File: config.mk
export PLATFORM = sky130hd
export DESIGN_NAME = heading_pid_turn_controller_top
export DESIGN_NICKNAME = d
export VERILOG_FILES = /design/src/hpid_pkg.sv /design/src/heading_pid_turn_controller_top.sv /design/src/hpid_integrator.sv
export SDC_FILE = /design/constraint.sdc
export NUM_CORES = 2
export LEC_CHECK = 0
export ABC_AREA = 1
export BUFFER_PORTS_ARGS = -buffer_cell sky130_fd_sc_hd__buf_4
export CAP_MARGIN = 15
export CORE_MARGIN = 3
export CORE_UTILIZATION = 45
export CTS_CLUSTER_DIAMETER = 80
export DETAILED_ROUTE_END_ITERATION = 7
export SYNTH_ARGS = -nofsm -noshare
export SYNTH_HDL_FRONTEND = slang
export SYNTH_HIERARCHICAL = 1
export SYNTH_SLANG_ARGS = --single-unit
File: constraint.sdc
create_clock -name clk -period 11.65 [get_ports clk]
set_clock_uncertainty 0.2 [all_clocks]
set_input_delay 0.5825 -clock clk [delete_from_list [all_inputs] [get_ports clk]]
set_output_delay 0.5825 -clock clk [all_outputs]
set_load 0.1 [all_outputs]
File: src/hpid_pkg.sv
package hpid_pkg;

	// Field widths.
	localparam int HeadingW = 20;
	localparam int ErrW     = HeadingW + 1;
	localparam int IntW     = 32;
	localparam int GainW    = 16;
	localparam int DriveW   = 8;
	localparam int CfgIdxW  = 3;
	localparam int CfgDataW = 20;

	// Product and sum widths of the drive path.
	localparam int ProdPW = ErrW + GainW + 1;
	localparam int ProdDW = ErrW + 1 + GainW + 1;
	localparam int ProdIW = IntW + GainW + 1;
	localparam int SumW   = ProdIW + 2;
	localparam int TermW  = SumW + 4;

	// The scaled sum is divided by 4096 with a shift and then by 10 with a reciprocal.
	localparam int FracShift = 12;
	localparam int Q1W       = 11;
	localparam int RecipW    = 13;
	localparam int RecipSh   = 16;
	localparam logic [Q1W-1:0]    Q1Limit  = 11'd1280;
	localparam logic [RecipW-1:0] Recip10  = 13'd6554;
	localparam logic [6:0]        DriveMax = 7'd127;

	// Integral saturation bounds.
	localparam logic signed [IntW-1:0] IntMax = {1'b0, {(IntW-1){1'b1}}};
	localparam logic signed [IntW-1:0] IntMin = {1'b1, {(IntW-1){1'b0}}};

	// Register reset values.
	localparam logic [HeadingW-1:0] TargetRst = 20'd0;
	localparam logic [GainW-1:0]    ThreshRst = 16'd16;
	localparam logic [GainW-1:0]    GainPRst  = 16'd320;
	localparam logic [GainW-1:0]    GainIRst  = 16'd230;
	localparam logic [GainW-1:0]    GainDRst  = 16'd200;
	localparam logic [GainW-1:0]    WindowRst = 16'd320;

	// Configuration register indexes.
	typedef enum logic [CfgIdxW-1:0] {
		CFG_TARGET = 3'd0,
		CFG_THRESH = 3'd1,
		CFG_GAIN_P = 3'd2,
		CFG_GAIN_I = 3'd3,
		CFG_GAIN_D = 3'd4,
		CFG_WINDOW = 3'd5
	} cfg_idx_t;

	// Controller state handed from the error stage to the drive path.
	typedef struct packed {
		logic                   done;
		logic signed [ErrW-1:0] err_cur;
		logic signed [ErrW-1:0] err_prev;
		logic signed [IntW-1:0] integ;
	} err_state_t;

endpackage

File: src/heading_pid_turn_controller_top.sv
// Heading PID turn controller. Each request (func, heading) yields one result
// (drive, done_res): func 1 starts a turn, func 0 updates with a new sample. The block
// takes one request per clock unless the pipeline holds; the error and integral state
// is closed in the error stage, and the gain multiplies, the term sum, the scaling by
// nine and the divide by 40960 follow in pipeline stages. When the result is not
// taken, the whole pipeline holds. Configuration writes are always
// accepted; write them only while no request is in flight.
module heading_pid_turn_controller_top (
	input  logic                                  clk,
	input  logic                                  arst_n,
	input  logic                                  in_valid,
	output logic                                  in_ready,
	input  logic                                  func,
	input  logic signed [hpid_pkg::HeadingW-1:0]  heading,
	output logic                                  out_valid,
	input  logic                                  out_ready,
	output logic signed [hpid_pkg::DriveW-1:0]    drive,
	output logic                                  done_res,
	input  logic                                  cfg_valid,
	output logic                                  cfg_ready,
	input  logic        [hpid_pkg::CfgIdxW-1:0]   cfg_index,
	input  logic        [hpid_pkg::CfgDataW-1:0]  cfg_data
);

	// Configuration registers.
	logic signed [hpid_pkg::HeadingW-1:0] target_q;
	logic        [hpid_pkg::GainW-1:0]    thresh_q;
	logic        [hpid_pkg::GainW-1:0]    gain_p_q;
	logic        [hpid_pkg::GainW-1:0]    gain_i_q;
	logic        [hpid_pkg::GainW-1:0]    gain_d_q;
	logic        [hpid_pkg::GainW-1:0]    window_q;

	logic en;
	logic v_s1, v_s2, v_s3, v_s4, v_s5, v_s6;
	logic out_valid_q;

	logic                                 func_s1;
	logic signed [hpid_pkg::HeadingW-1:0] heading_s1;
	hpid_pkg::err_state_t                 st;

	logic signed [hpid_pkg::ErrW-1:0]   e_cur;
	logic signed [hpid_pkg::ErrW-1:0]   e_prev;
	logic signed [hpid_pkg::IntW-1:0]   e_int;
	logic signed [hpid_pkg::ErrW:0]     e_diff;
	logic signed [hpid_pkg::ProdPW-1:0] prod_p_d, prod_p_s3;
	logic signed [hpid_pkg::ProdDW-1:0] prod_d_d, prod_d_s3;
	logic signed [hpid_pkg::ProdIW-1:0] prod_i_d, prod_i_s3;
	logic                               done_s3;

	logic signed [hpid_pkg::SumW-1:0]  sum_d, sum_s4;
	logic                              done_s4;

	logic signed [hpid_pkg::TermW-1:0] sum_x;
	logic signed [hpid_pkg::TermW-1:0] t_d, t_s5;
	logic                              done_s5;

	logic [hpid_pkg::TermW-1:0]                    mag_d;
	logic [hpid_pkg::TermW-hpid_pkg::FracShift-1:0] q1_full;
	logic                                          big_d, big_s6;
	logic [hpid_pkg::Q1W-1:0]                      q1_s6;
	logic                                          neg_s6;
	logic                                          done_s6;

	logic [hpid_pkg::Q1W+hpid_pkg::RecipW-1:0] q_prod;
	logic [6:0]                                q_mag;
	logic signed [hpid_pkg::DriveW-1:0]        drive_d, drive_q;
	logic                                      done_q;

	// Configuration writes.
	assign cfg_ready = 1'b1;
	always_ff @(posedge clk or negedge arst_n) begin
		if (!arst_n) begin
			target_q <= hpid_pkg::TargetRst;
			thresh_q <= hpid_pkg::ThreshRst;
			gain_p_q <= hpid_pkg::GainPRst;
			gain_i_q <= hpid_pkg::GainIRst;
			gain_d_q <= hpid_pkg::GainDRst;
			window_q <= hpid_pkg::WindowRst;
		end else if (cfg_valid) begin
			case (cfg_index)
				hpid_pkg::CFG_TARGET: target_q <= cfg_data;
				hpid_pkg::CFG_THRESH: thresh_q <= cfg_data[hpid_pkg::GainW-1:0];
				hpid_pkg::CFG_GAIN_P: gain_p_q <= cfg_data[hpid_pkg::GainW-1:0];
				hpid_pkg::CFG_GAIN_I: gain_i_q <= cfg_data[hpid_pkg::GainW-1:0];
				hpid_pkg::CFG_GAIN_D: gain_d_q <= cfg_data[hpid_pkg::GainW-1:0];
				hpid_pkg::CFG_WINDOW: window_q <= cfg_data[hpid_pkg::GainW-1:0];
				default: ;
			endcase
		end
	end

	// The pipeline advances whenever the result register is free or being taken.
	assign en       = !out_valid_q || out_ready;
	assign in_ready = en;

	always_ff @(posedge clk or negedge arst_n) begin
		if (!arst_n) begin
			v_s1        <= 1'b0;
			v_s2        <= 1'b0;
			v_s3        <= 1'b0;
			v_s4        <= 1'b0;
			v_s5        <= 1'b0;
			v_s6        <= 1'b0;
			out_valid_q <= 1'b0;
		end else if (en) begin
			v_s1        <= in_valid;
			v_s2        <= v_s1;
			v_s3        <= v_s2;
			v_s4        <= v_s3;
			v_s5        <= v_s4;
			v_s6        <= v_s5;
			out_valid_q <= v_s6;
		end
	end

	// Input register.
	always_ff @(posedge clk) begin
		if (en) begin
			func_s1    <= func;
			heading_s1 <= heading;
		end
	end

	// Error and integral update.
	hpid_integrator u_integ (
		.clk     (clk),
		.arst_n  (arst_n),
		.upd     (en && v_s1),
		.start   (func_s1),
		.heading (heading_s1),
		.target  (target_q),
		.window  (window_q),
		.thresh  (thresh_q),
		.st      (st)
	);

	// Gain products.
	assign e_cur    = st.err_cur;
	assign e_prev   = st.err_prev;
	assign e_int    = st.integ;
	assign e_diff   = {e_cur[hpid_pkg::ErrW-1], e_cur} - {e_prev[hpid_pkg::ErrW-1], e_prev};
	assign prod_p_d = $signed({1'b0, gain_p_q}) * e_cur;
	assign prod_d_d = $signed({1'b0, gain_d_q}) * e_diff;
	assign prod_i_d = $signed({1'b0, gain_i_q}) * e_int;

	always_ff @(posedge clk) begin
		if (en) begin
			prod_p_s3 <= prod_p_d;
			prod_d_s3 <= prod_d_d;
			prod_i_s3 <= prod_i_d;
			done_s3   <= st.done;
		end
	end

	// Term sum.
	assign sum_d = prod_p_s3 + prod_d_s3 + prod_i_s3;

	always_ff @(posedge clk) begin
		if (en) begin
			sum_s4  <= sum_d;
			done_s4 <= done_s3;
		end
	end

	// Times nine as a shift and add.
	assign sum_x = sum_s4;
	assign t_d   = sum_x + (sum_x <<< 3);

	always_ff @(posedge clk) begin
		if (en) begin
			t_s5    <= t_d;
			done_s5 <= done_s4;
		end
	end

	// Magnitude divided by 4096; quotients of 1280 or more (a final 128 or more) saturate.
	assign mag_d   = t_s5[hpid_pkg::TermW-1] ? -t_s5 : t_s5;
	assign q1_full = mag_d[hpid_pkg::TermW-1:hpid_pkg::FracShift];
	assign big_d   = (|q1_full[hpid_pkg::TermW-hpid_pkg::FracShift-1:hpid_pkg::Q1W]) ||
	                 (q1_full[hpid_pkg::Q1W-1:0] >= hpid_pkg::Q1Limit);

	always_ff @(posedge clk) begin
		if (en) begin
			q1_s6   <= q1_full[hpid_pkg::Q1W-1:0];
			big_s6  <= big_d;
			neg_s6  <= t_s5[hpid_pkg::TermW-1];
			done_s6 <= done_s5;
		end
	end

	// Divide by ten with a reciprocal multiply, then restore the sign.
	assign q_prod = q1_s6 * hpid_pkg::Recip10;
	assign q_mag  = big_s6 ? hpid_pkg::DriveMax
	                       : q_prod[hpid_pkg::RecipSh+6:hpid_pkg::RecipSh];
	always_comb begin
		if (done_s6) begin
			drive_d = '0;
		end else if (neg_s6) begin
			drive_d = -$signed({1'b0, q_mag});
		end else begin
			drive_d = $signed({1'b0, q_mag});
		end
	end

	// Result register.
	always_ff @(posedge clk) begin
		if (en) begin
			drive_q <= drive_d;
			done_q  <= done_s6;
		end
	end

	assign out_valid = out_valid_q;
	assign drive     = drive_q;
	assign done_res  = done_q;

`ifndef SYNTHESIS
	// A finished turn never drives the motor.
	assert property (@(posedge clk) disable iff (!arst_n)
		out_valid && done_res |-> drive == '0)
		else $error("drive is not zero on a done result");

	// The drive stays within the symmetric limit.
	assert property (@(posedge clk) disable iff (!arst_n)
		out_valid |-> drive != {1'b1, {(hpid_pkg::DriveW-1){1'b0}}})
		else $error("drive reached the most negative code");

	// A result appears only from the last pipeline stage or is held from before.
	assert property (@(posedge clk) disable iff (!arst_n)
		out_valid |-> $past(v_s6) || $past(out_valid))
		else $error("result appeared without a request in the last stage");
`endif

endmodule

File: src/hpid_integrator.sv
module hpid_integrator (
	input  logic                                   clk,
	input  logic                                   arst_n,
	input  logic                                   upd,
	input  logic                                   start,
	input  logic signed [hpid_pkg::HeadingW-1:0]   heading,
	input  logic signed [hpid_pkg::HeadingW-1:0]   target,
	input  logic        [hpid_pkg::GainW-1:0]      window,
	input  logic        [hpid_pkg::GainW-1:0]      thresh,
	output hpid_pkg::err_state_t                   st
);

	logic signed [hpid_pkg::ErrW-1:0] cur_q;
	logic signed [hpid_pkg::ErrW-1:0] prev_q;
	logic signed [hpid_pkg::IntW-1:0] integ_q;
	logic                             done_q;

	logic signed [hpid_pkg::ErrW-1:0] err_w;
	logic        [hpid_pkg::ErrW-1:0] err_mag;
	logic signed [hpid_pkg::ErrW-1:0] prev_new;
	logic        [hpid_pkg::ErrW-1:0] prev_mag;
	logic                             in_win;
	logic                             flip;
	logic signed [hpid_pkg::IntW:0]   sum_w;
	logic signed [hpid_pkg::IntW-1:0] sum_sat;
	logic signed [hpid_pkg::IntW-1:0] int_add;
	logic signed [hpid_pkg::IntW+1:0] x_ext;
	logic signed [hpid_pkg::IntW+1:0] neg3x;
	logic signed [hpid_pkg::IntW+1:0] neg3x_rnd;
	logic signed [hpid_pkg::IntW+1:0] scaled_w;
	logic signed [hpid_pkg::IntW-1:0] scaled_sat;
	logic signed [hpid_pkg::IntW-1:0] int_upd;
	logic                             done_d;

	// New error and its magnitude; the most negative value reads correctly as unsigned.
	assign err_w   = {target[hpid_pkg::HeadingW-1], target} -
	                 {heading[hpid_pkg::HeadingW-1], heading};
	assign err_mag = err_w[hpid_pkg::ErrW-1] ? -err_w : err_w;

	// Conditional integration with saturation at the 32-bit limits.
	assign in_win  = err_mag < {{(hpid_pkg::ErrW-hpid_pkg::GainW){1'b0}}, window};
	assign sum_w   = {integ_q[hpid_pkg::IntW-1], integ_q} +
	                 {{(hpid_pkg::IntW+1-hpid_pkg::ErrW){err_w[hpid_pkg::ErrW-1]}}, err_w};
	always_comb begin
		if (sum_w[hpid_pkg::IntW] != sum_w[hpid_pkg::IntW-1]) begin
			sum_sat = sum_w[hpid_pkg::IntW] ? hpid_pkg::IntMin : hpid_pkg::IntMax;
		end else begin
			sum_sat = sum_w[hpid_pkg::IntW-1:0];
		end
	end
	assign int_add = in_win ? sum_sat : integ_q;

	// On a sign change the integral becomes -3/4 of itself, truncated toward zero.
	assign flip      = err_w[hpid_pkg::ErrW-1] != cur_q[hpid_pkg::ErrW-1];
	assign x_ext     = {{2{int_add[hpid_pkg::IntW-1]}}, int_add};
	assign neg3x     = -(x_ext + (x_ext <<< 1));
	assign neg3x_rnd = neg3x + (neg3x[hpid_pkg::IntW+1] ? 34'sd3 : 34'sd0);
	assign scaled_w  = neg3x_rnd >>> 2;

	// Saturate at the 32-bit limits; -3/4 of any 32-bit integral fits, so it never clips.
	always_comb begin
		if ((scaled_w[hpid_pkg::IntW+1:hpid_pkg::IntW-1] == 3'b000) ||
		    (scaled_w[hpid_pkg::IntW+1:hpid_pkg::IntW-1] == 3'b111)) begin
			scaled_sat = scaled_w[hpid_pkg::IntW-1:0];
		end else begin
			scaled_sat = scaled_w[hpid_pkg::IntW+1] ? hpid_pkg::IntMin : hpid_pkg::IntMax;
		end
	end
	assign int_upd   = flip ? scaled_sat : int_add;

	// Both errors inside the completion band.
	assign prev_new = start ? err_w : cur_q;
	assign prev_mag = prev_new[hpid_pkg::ErrW-1] ? -prev_new : prev_new;
	assign done_d   = (err_mag <= {{(hpid_pkg::ErrW-hpid_pkg::GainW){1'b0}}, thresh}) &&
	                  (prev_mag <= {{(hpid_pkg::ErrW-hpid_pkg::GainW){1'b0}}, thresh});

	// Controller state, updated once per accepted request.
	always_ff @(posedge clk or negedge arst_n) begin
		if (!arst_n) begin
			cur_q   <= '0;
			prev_q  <= '0;
			integ_q <= '0;
			done_q  <= 1'b0;
		end else if (upd) begin
			cur_q   <= err_w;
			prev_q  <= prev_new;
			integ_q <= start ? '0 : int_upd;
			done_q  <= done_d;
		end
	end

	assign st.done     = done_q;
	assign st.err_cur  = cur_q;
	assign st.err_prev = prev_q;
	assign st.integ    = integ_q;

endmodule
== Word level (Yosys, flattened, before mapping) ==
Cells that the tools add are included.

* Input port bits: 49
* Output and inout bits: 12
* Logic and storage cells: 94
* Register bits after elaboration: 460

* Bitwise gates (word level): 1
* Eq/ne operators: 8
* Add/subtract/negate cells: 13
* Multipliers: 4
* Muxes and demuxes: 14
* Reductions and logical operators: 16
* $lt $le $gt $ge: 4

{| class="wikitable"
|+ Operators with widths
! cell !! count
|-
| 32-bit two-way mux || 7
|-
| 21-bit two-way mux || 3
|-
| 55-bit two-way mux || 1
|-
| 55-bit negator || 1
|-
| 50-bit by 53-bit adder with 54-bit output || 1
|-
| 40-bit by 49-bit adder with 50-bit output || 1
|-
| 17-bit by 32-bit multiplier with 49-bit output || 1
|-
| 21-bit by 16-bit <= comparator with 1-bit output || 2
|-
| 21-bit negator || 2
|-
| 38-bit by 39-bit adder with 40-bit output || 1
|-
| 17-bit by 22-bit multiplier with 39-bit output || 1
|-
| 17-bit by 21-bit multiplier with 38-bit output || 1
|-
| 32-bit by 33-bit adder with 34-bit output || 1
|-
| 34-bit adder || 1
|-
| 34-bit negator || 1
|-
| 32-bit by 21-bit adder with 33-bit output || 1
|-
| 32-bit OR reduction || 1
|-
| 11-bit by 12-bit multiplier with 22-bit output, second input constant || 1
|-
| 21-bit by 21-bit subtractor with 22-bit output || 1
|-
| 21-bit by 16-bit < comparator with 1-bit output || 1
|-
| 20-bit by 20-bit subtractor with 21-bit output || 1
|-
| 7-bit two-way mux || 2
|-
| 2-bit AND reduction || 6
|-
| 11-bit greater-or-equal comparator, second input constant || 1
|-
| 12 further kinds || 20
|}

== Logic depth before layout (Yosys ltp) ==
* Depth after elaboration: 14
* Gate-level depth with buffers: 60
* Gate-level depth less buffers: 60

== Hierarchy ==
The synthesis kept the hierarchy.

{| class="wikitable"
|+ Modules (own cells, without submodules)
! module !! instances !! area an instance (um^2) !! sequential area each (um^2) !! cells each
|-
| heading_pid_turn_controller_top || 1 || 69,197.6 || 11,011.8 || 8,367
|-
| hpid_integrator || 1 || 12,527.0 || 1,876.8 || 2,033
|}

== Worst setup path after synthesis ==
No wires, ideal clock.

* Kind: reg2reg
* Start point: register out_valid_q, in the netlist out_valid
* End point: register big_s6, enable pin
* Library setup time: 2.588 ns
* Stages on the path, launching flop included: 4
* Setup slack: 1.817 ns
* Path buffers: 0
* Required time: 8.862 ns
* Clock period less this slack: 9.833 ns
* Arrival time: 7.045 ns
* Cell sequence: dfrtp_1 inv_1 nor2_1 clkinv_1

* Word-level cells in the longest chain between the ends: 2

{| class="wikitable"
|+ Ends and longest elaborated chain
! what !! RTL line !! RTL
|-
| from (decl) || heading_pid_turn_controller_top.sv:35 || <nowiki>logic out_valid_q;</nowiki>
|-
| from (signal assigned) || heading_pid_turn_controller_top.sv:112 || <nowiki>out_valid_q <= v_s6;</nowiki>
|-
| 1-bit logical NOT || heading_pid_turn_controller_top.sv:93 || <nowiki>assign en = !out_valid_q || out_ready;</nowiki>
|-
| 1-bit logical OR || heading_pid_turn_controller_top.sv:93 ||
|-
| named net in_ready || heading_pid_turn_controller_top.sv:12 || <nowiki>output logic in_ready,</nowiki>
|-
| to (signal assigned) || heading_pid_turn_controller_top.sv:185 || <nowiki>big_s6 <= big_d;</nowiki>
|-
| to (decl) || heading_pid_turn_controller_top.sv:59 || <nowiki>logic big_d, big_s6;</nowiki>
|}

The timed path passes the listed nets, and every way through them passes these cells.
A chain may end at the register's enable or synchronous reset.

== Worst setup path after layout ==
* Start point: register target_q[0] (netlist name)
* End point: register u_integ/integ_q[24] (netlist name)

* Word-level cells in the longest chain between the ends: 14
* Elaborated cells between the ends (all ways): 21
* Classes of those cells: add/sub (6); order compare (1); eq/ne (3); mux (9); reduce/logical (2)

{| class="wikitable"
|+ Ends and longest elaborated chain
! what !! RTL line !! RTL
|-
| from (decl) || heading_pid_turn_controller_top.sv:26 || <nowiki>logic signed [hpid_pkg::HeadingW-1:0] target_q;</nowiki>
|-
| from (signal assigned) || heading_pid_turn_controller_top.sv:73 || <nowiki>target_q <= hpid_pkg::TargetRst;</nowiki>
|-
| from (signal assigned) || heading_pid_turn_controller_top.sv:81 || <nowiki>hpid_pkg::CFG_TARGET: target_q <= cfg_data;</nowiki>
|-
| 20-bit by 20-bit subtractor with 21-bit output (*) || hpid_integrator.sv:36 || <nowiki>assign err_w = {target[hpid_pkg::HeadingW-1], target} -</nowiki>
|-
| named net u_integ.err_w, one bit || hpid_integrator.sv:18 || <nowiki>logic signed [hpid_pkg::ErrW-1:0] err_w;</nowiki>
|-
| 21-bit negator or 32-bit by 21-bit adder with 33-bit output (tied branches) || hpid_integrator.sv:38, hpid_integrator.sv:42 ||
|-
| 21-bit two-way mux, or another cell as far along || hpid_integrator.sv:38 || <nowiki>assign err_mag = err_w[hpid_pkg::ErrW-1] ? -err_w : err_w;</nowiki>
|-
| 21-bit by 16-bit < comparator with 1-bit output or 32-bit two-way mux (tied branches) || hpid_integrator.sv:41, hpid_integrator.sv:45 ||
|-
| 32-bit two-way mux (*) || hpid_integrator.sv:51 || <nowiki>assign int_add = in_win ? sum_sat : integ_q;</nowiki>
|-
| 32-bit by 33-bit adder with 34-bit output || hpid_integrator.sv:56 || <nowiki>assign neg3x = -(x_ext + (x_ext <<< 1));</nowiki>
|-
| 34-bit negator || hpid_integrator.sv:56 ||
|-
| 2-bit two-way mux || hpid_integrator.sv:57 || <nowiki>assign neg3x_rnd = neg3x + (neg3x[hpid_pkg::IntW+1] ? 34'sd3 : 34'sd0);</nowiki>
|-
| 34-bit adder || hpid_integrator.sv:57 ||
|-
| 3-bit == test or 3-bit logical NOT (tied branches) || hpid_integrator.sv:63, hpid_integrator.sv:62 ||
|-
| 1-bit logical OR || hpid_integrator.sv:62 || <nowiki>if ((scaled_w[hpid_pkg::IntW+1:hpid_pkg::IntW-1] == 3'b000) ||</nowiki>
|-
| 32-bit two-way mux || hpid_integrator.sv:62 ||
|-
| 32-bit two-way mux (*) || hpid_integrator.sv:69 || <nowiki>assign int_upd = flip ? scaled_sat : int_add;</nowiki>
|-
| 32-bit two-way mux (*) || hpid_integrator.sv:87 || <nowiki>integ_q <= start ? '0 : int_upd;</nowiki>
|-
| to (signal assigned) || hpid_integrator.sv:87 ||
|-
| to (decl) || hpid_integrator.sv:15 || <nowiki>logic signed [hpid_pkg::IntW-1:0] integ_q;</nowiki>
|}

The timed path passes the listed nets; every way through them passes the cells marked *.

==> results.sh <==
export IMPL_start_util_pct=45.6
export IMPL_cts_buffers=66
export IMPL_cp_slowest_cell="inv_1"
export IMPL_layout_min_cycle_time_ns=9.98
export IMPL_routed_wl_um=270000
export IMPL_setup_tns_ns=0
export IMPL_die_x_um=432
export IMPL_maxCapViolCount=0
export IMPL_synth_fp_nets=12400
export IMPL_syn_inst=10400
export IMPL_wl_per_cell_um=21.1
export IMPL_max_stage_delay_ns=0.64
export IMPL_drt_iter0_markers=5513
export IMPL_grt_pass1_wl_um=421000
export IMPL_fin_nets=12300
export IMPL_slew_violations=0
export IMPL_grt_pass1_vias=70600
export IMPL_overflow=0
export IMPL_synth_area_leaders="fa_1 (31%), inv_1 (11%), nand2_1 (11%)"
export IMPL_maxSlewHeadroom_pct=20.8
export IMPL_synth_top_area_cell="fa_1"
export IMPL_die_h_um=432
export IMPL_crit_path_frequent_cell="nand2_1"
export IMPL_worstPathArrival_ns=10.34
export IMPL_clock_sinks=459
export IMPL_track_usage_pct=29.4
export IMPL_min_path_type="in2reg"
export IMPL_htreeDepth=3
export IMPL_ys_ff_latch=459
export IMPL_ys_warn_count=6
export IMPL_path_max_fanout=30
export IMPL_clk_pin_slew_ns=0.06
export IMPL_vias=67800
export IMPL_postRouteAntennaNets=0
export IMPL_end_kind="register"
export IMPL_setup_violations_final=0
export IMPL_root_buffer="clkbuf_16"
export IMPL_holdWs_ns=0.117
export IMPL_synth_cell_types=76
export IMPL_clk_path_buf_depth=3
export IMPL_portBuffers=59
export IMPL_syn_to_final_growth_pct=6.81
export IMPL_path_buf_inv=8
export IMPL_seq_area_frac_synth_pct=15.8
export IMPL_crit_type="reg2reg"
export IMPL_grt_max_degree=89
export IMPL_synth_top_area_share_pct=30.7
export IMPL_post_drt_via_cell_ratio=5.31
export IMPL_fin_crit_sh_pct=85.7
export IMPL_route_detailed_drc=0
export IMPL_ios=61
export IMPL_antenna_found_initial=17
export IMPL_std_cell_rows=155
export IMPL_synth_area_per_cell_um2=7.86
export IMPL_final_area_um2=87300
export IMPL_postCtsSetupRepairBufs=0
export IMPL_gp_congestion=0.959
export IMPL_dieArea_um2=187000
export IMPL_core_area_um2=179000
export IMPL_async_flop_share_pct=39.7
export IMPL_synth_main_ff_cell="edfxtp_1"
export IMPL_synth_edf_count=277
export IMPL_dpl_cell_area_um2=84700
export IMPL_cp_required_ns=12.01
export IMPL_cts_repair_resized=0
export IMPL_syn_cell_area_um2=81700
export IMPL_start_kind="register"
export IMPL_cp_top_family="simple AND/OR/NAND/NOR gates"
export IMPL_rsz0062_at_grt="no"
export IMPL_drive_above_1_share_pct=4.58
export IMPL_dp_final_hpwl_um=219000
export IMPL_tritoncts="built"
export IMPL_hold_viol_final=0
export IMPL_outcome="completed"
export IMPL_drt_first_pass_iters=5
export IMPL_worst_pin_slew_ns=1.19
export IMPL_clock_latency_ns=0.68
export IMPL_cts_hold_buffers=27
export IMPL_fmax_mhz=100
-- state kept, by name, summed over array words and instances (netlist names), 20 cells and up --
signal / count
prod_d_s3: 39
u_integ/prev_q: 21
sum_s4: 50
target_q: 20
prod_i_s3: 49
u_integ/cur_q: 21
prod_p_s3: 38
t_s5: 54
heading_s1: 20
u_integ/integ_q: 32
-- synthesized netlist by cell type, types with 15 or more instances --
cell type	number
nor2_1	694
nand2_1	2355
edfxtp_1	277
ha_1	654
nand3_1	335
fa_1	1252
inv_1	2466
o21a_1	36
inv_2	16
a31oi_1	65
a21oi_1	446
xor2_1	211
a21o_1	41
nor4_1	33
dfrtp_1	169
xnor2_1	121
or2_2	23
nor2_2	15
nand3_2	16
o21ai_0	432
nand3b_1	18
nand2_2	51
o21ai_1	18
clkbuf_1	285
nand4_1	66
o21bai_1	32
nor3_1	66
-- cell type report --
cell class | instances | area [um2]
tap | 2355 | 2950
timing repair buffer | 190 | 1520
multi-input combinational | 7135 | 58200
antenna | 5 | 12.5
clock inverter | 43 | 557
inverter | 2496 | 9380
clock buffer | 78 | 1760
fill | 17700 | 92100
sequential | 459 | 12900
-- metal layers --
metal | global-route usage, % | vias to the layer above | wire [um]
li1 | - | 31500 | -
met3 | 3.83 | 505 | 17200
met5 | 0 | - | 52
met1 | 39.7 | 33500 | 116000
met4 | 10.9 | 8 | 11600
met2 | 48.3 | 2290 | 125000
-- worst paths after layout --
kind,start,to,slack [ns],cells after the start
worst max register to register,target_q[0],u_integ/integ_q[24],1.67,53
worst min-delay path,out_ready,v_s5,0.12,4
min in group asynchronous,arst_n,target_q[12],0.39,2
max in group asynchronous,arst_n,gain_d_q[14],9.47,3
worst min register to register,done_s5,done_s6,0.22,0
worst max-delay path,target_q[0],u_integ/integ_q[24],1.67,53
-- worst reg2reg max path: cells and delay by family (launching register included) --
kind                     cells  cell delay, ns
AND/OR/NAND/NOR             30            3.73
AO/OA/AOI/OAI                8            2.39
adder cells (fa/ha/maj)      6            1.83
buffers and inverters        8            1.18
flip-flops                   1            0.38
XOR/XNOR                     1            0.20
-- metrics by stage --
step	setup WS, ns	util [%]	instances
after global placement	1.99	47.2	12600
final	1.67	48.7	12800
after CTS	1.83	48.6	12800
after global routing	0.894	48.7	12800
after floorplan	1.82	-	10400
after detailed placement	1.89	47.2	12600
-- layout by cell type, fill, tap and decap left out, types with 13 or more instances in the layout --
master,n
o21ai_0,432
dlygate4sd3_1,27
inv_1,2466
xnor2_1,121
nor2_1,694
nand4_1,66
o21a_1,36
clkbuf_16,67
clkinv_1,19
nand3b_1,18
nand3_1,335
nor4_1,33
inv_2,16
buf_4,161
nor3_1,66
or2_2,23
a31oi_1,65
nand2_1,2355
nand2_2,51
dfstp_2,13
o21bai_1,32
dfrtp_1,168
fa_1,1252
ha_1,654
a21o_1,41
edfxtp_1,277
nor2_2,15
nand3_2,16
xor2_1,210
o21ai_1,18
a21oi_1,446
o211ai_1,13
-- kinds of logic (layout without fill, tap and decap cells) --
| group | Yosys count | count (layout) | share of synthesized area [%] |
|---|---|---|---|
| and+or+nand+nor | 3722 | 3722 | 18.8 |
| buffers and inverters | 2806 | 2807 | 13.0 |
| adders and majority gates | 1906 | 1906 | 40.7 |
| AOI/OAI and AO/OA | 1161 | 1161 | 7.96 |
| DFF | 459 | 459 | 15.8 |
| xor gates and xnor gates | 341 | 341 | 3.75 |
| muxes | 4 | 4 | 0.0551 |
| other | 1 | 6 | 0.00459 |
Power is left out: the tool's default activity adds up to more than one toggle a clock period on the data nets, which glitch-free logic cannot reach.
